===== src/design/bmff_ffs.sv =====
// ----------------------------------------------------------------------------
// bmff_ffs
// find-first-set unit: lowest set bit of one map word
// ----------------------------------------------------------------------------
module bmff_ffs #(
    parameter int WIDTH = 32
) (
    input  logic [WIDTH-1:0]         i_vec,
    output logic                     o_found,
    output logic [$clog2(WIDTH)-1:0] o_index
);

    localparam int IW = $clog2(WIDTH);

    always_comb begin
        o_index = '0;
        for (int b = WIDTH - 1; b >= 0; b--) begin
            if (i_vec[b]) begin
                o_index = IW'(b);
            end
        end
    end

    assign o_found = |i_vec;

endmodule


===== config.mk =====
export PLATFORM = sky130hd
export DESIGN_NAME = bmff_ffs
export DESIGN_NICKNAME = d
export VERILOG_FILES = /design/src/design/bmff_ffs.sv
export SDC_FILE = /design/constraint.sdc
export NUM_CORES = 1
export LEC_CHECK = 0
export BUFFER_PORTS_ARGS = -buffer_cell sky130_fd_sc_hd__buf_2
export CORE_AREA = 2 2 39 41
export DETAILED_ROUTE_END_ITERATION = 8
export DIE_AREA = 0 0 41 43
export MAX_ROUTING_LAYER = met4
export PLACE_DENSITY = 0.73
export SLEW_MARGIN = 25
export SYNTH_ARGS = -nofsm -noshare
export SYNTH_HDL_FRONTEND = slang
export SYNTH_SLANG_ARGS = --single-unit

===== constraint.sdc =====
create_clock -name vclk -period 2.5
set_input_delay 0.375 -clock vclk [all_inputs]
set_output_delay 0.375 -clock vclk [all_outputs]
set_load 0.02 [all_outputs]

Yosys cells after proc, flatten, opt, wreduce, memory -nomap -nowiden --
Cells that the tools add are included.
Word-level totals: bits in registers 0, input bits 32, output and inout port bits 6, word-level logic and storage cells 33
Operators by class: multiplexer cells 32, reductions and logical operators 1
Operators with widths (count):
- $mux 5 | 32
- $reduce_or 32->1 | 1

Depth between registers and ports, before layout --
depth in word-level cells 32, gate-level depth with buffers 5, mapped depth without buffers 5

Least setup slack after synthesis --
Ideal clock, no wire load.
path kind input port to output port, from input port i_vec[30], to output port o_index[0], arrival time 1.527 ns, required time 2.125 ns, path slack 0.598 ns, cell stages on the path 5, path buffers 0, path through nor3b_1 -> nor3_1 -> o31ai_1 -> o2111ai_1 -> a221oi_1
Between the ends: cells in the longest elaborated chain, start to end 31
RTL lines:
- start: declaration | RTL line 8 | input logic [WIDTH-1:0] i_vec,
- $mux 5 (31 in series) | RTL line 18 | if (i_vec[b]) begin
- end: declaration | RTL line 10 | output logic [$clog2(WIDTH)-1:0] o_index
No other way between the ends.

Final worst setup path --
from input port i_vec[28], to output port o_index[0]
Between the ends: cells in the longest elaborated chain, start to end 29
RTL lines (RTL line):
- $mux 5 (29 in series) | 18
No other way between the ends.

==> run_results.csv <==
group,metric,value,unit
power,peakVddDrop,0.05819,mV
critical_path,cp.required,2.12,ns
power,switching_share,54.74,%
job,maxCapViolations,0,
place,dp_hpwl,1099,microns
synthesis,syn-num-nets,97,
place,place.gp.congestion,0.7933,
critical_path,crit_fanout,5,
sta,slew_violations,0,
power,combPwrFrac,100.0,%
sta,tns,0,ns
final_layout,diodes,0,
synthesis,ys_seq_area_share,0,%
global_route,first_global_vias,514,
clock_network,cts_resized,0,
floorplan,fp.coreArea,0.001384,sq mm
critical_path,critPathSlowestCell,"a221oi_1",
floorplan,ioPinCount,38,
critical_path,worst-setup-path-type,"primary input to output pin",
power,switchingPower,40.23,uW
synthesis,synth.area.top_cells,"nor4_1, nor2_1, a21oi_1",
sta,finalHoldViolCount,0,
drt,drc,0,
final_layout,finalNetCount,137,
drt,finalWirelength,1233,microns
sta,slew_headroom,63.73,%
power,power.internal,33.26,uW
clock_network,postCtsSetupRepairBufs,0,
floorplan,std_cell_rows,14,
critical_path,critical_path.startpoint_type,"primary input",
place,portBuffers,38,
power,pwr_density_cell,123.4,mW/mm^2
power,clkPwrFrac,0,%
drt,wire_per_inst,10.36,microns
sta,setup_viol,0,
clock_network,hold_buffers,0,
place,dp.cells,119,
power,p_leak,0.2718,nW
sta,whs,1.054,ns
final_layout,regArea,0,sq um
critical_path,path_common_cell,"buf_2",
synthesis,synth_top_area_share,11.36,%
floorplan,start_util,27.85,%
floorplan,die_area,0.001763,sq mm
drt,num_vias,635,
global_route,grt_usage,13.82,%
sta,period_needed,1.978,ns
synthesis,syn_inst,65,
global_route,grt_pass1_wl,1821,microns
drt,ant_nets,0,
sta,fin_crit_sh,79.11,%
critical_path,cp.arrival,1.60,ns
critical_path,end_kind,"output pin",
sta,max_freq,0.5056,GHz
synthesis,syn-cell-area,385.4,sq um
floorplan,die_y,43,microns
global_route,antenna_found_initial,0,
sta,rsz0062_at_grt,"no",
synthesis,synth_area_leader_cell,"nor4_1",
hold_path,hold_path.class,"primary input to output pin",
global_route,grt_max_degree,6,
global_route,grt_overflow_total,0,
synthesis,synthDistinctLibCells,24,
final_layout,clock_buffer_count,0,
power,power_frac_seq,0,%
drt,vias_per_cell,5.336,
critical_path,worst_path_largest_cell_delay,0.29,ns
final_layout,drive_above_1_share,41.75,%
final_layout,seq_cell_count,0,
sta,worst_pin_slew,0.5390,ns
final_layout,fin_util,43.04,%
floorplan,die_w,41,microns
final_layout,stdcell_count,119,
synthesis,yosysWarnings,0,
critical_path,path_cells,"buf_2, nor3b_1, nor3_1, o31ai_1, o2111ai_1, a221oi_1, buf_2",
final_layout,syn2layout_area_growth,54.55,%
drt,drt_iter0_drc,4,
synthesis,syn_avg_cell_area,5.929,sq um
outcome,status,"complete, no violations",
drt,dr.pass1.iters,3,
==> power by group through the flow <==
stage / clock network, mW / logic (mW) / registers [mW]
3_3_place_gp: 0 / 0.0721 / 0
5_1_grt: 0 / 0.0812 / 0
2_1_floorplan: 0 / 0.0267 / 0
3_5_place_dp: 0 / 0.0730 / 0
4_1_cts: 0 / 0.0732 / 0
6_report: 0 / 0.0735 / 0
==> area by class of cell <==
cell class	count	area (sq um)
multi-input cells	59	362.8
inverters	6	22.52
repair buffers	38	190.2
well taps	16	20.02
fillers	154	788.3
==> per-stage QoR <==
stage               setup WS, ns  instance area [sq um]  total power [mW]
floorplan                 0.5976                  385.4           0.02666
global placement          0.5390                  595.6           0.07209
detailed placement        0.5341                  595.6           0.07300
CTS                       0.5201                  595.6           0.07324
global route              0.3997                  595.6           0.08117
finish                    0.5223                  595.6           0.07349
==> cells in the mapped netlist <==
master,number
or4_1,2
a21boi_2,1
nor2b_1,1
or4_4,2
nand3_1,1
nor3b_1,2
a221oi_1,1
nor4_1,7
nand2_1,3
a21o_1,1
nand4_1,1
o21ai_0,2
a211oi_1,1
nor3_1,5
inv_1,6
and2_1,1
o21a_1,1
nor2_1,10
a2111oi_0,2
o2111ai_1,1
o31ai_1,4
a21oi_1,7
o21ai_1,1
nor3_2,2
==> metal layers <==
layer | wire length, microns | part of all wire (%) | track usage (%)
met3 | 78 | 6.3 | 0.5236
met2 | 560 | 45 | 23.75
met5 | 0 | 0 | -
met1 | 593 | 48 | 18.35
met4 | 0 | 0 | 0
==> final timing paths <==
| check | start | endpoint | slack [ns] | cells past startpoint |
|---|---|---|---|---|
| worst max-delay path | i_vec[28] | o_index[0] | 0.52 | 7 |
| worst min-delay path | i_vec[0] | o_index[0] | 1.05 | 3 |
==> placed cells by master (no fill, tap or decap), types with 2 or more instances in the layout <==
master and count:
a2111oi_0 2, a21oi_1 7, buf_2 38, inv_1 6, nand2_1 3, nor2_1 10
nor3_1 5, nor3_2 2, nor3b_1 2, nor4_1 7, o21ai_0 2, o31ai_1 4
or4_1 2, or4_4 2
==> critical path: cells and delay by family <==
kind / cells / cell delay (ns)
buffers and inverters: 2 / 0.34
AOI/OAI and AO/OA: 3 / 0.62
and+or+nand+nor: 2 / 0.27
==> kinds of logic (layout without fill, tap and decap cells) <==
kind of cell	Yosys count	in the layout	share of synthesized area (%)
buffers and inverters	6	44	5.844
AND/OR/NAND/NOR	37	37	55.52
AO/OA/AOI/OAI	22	22	38.64
No activity file was read; power rests on OpenSTA's default activity.
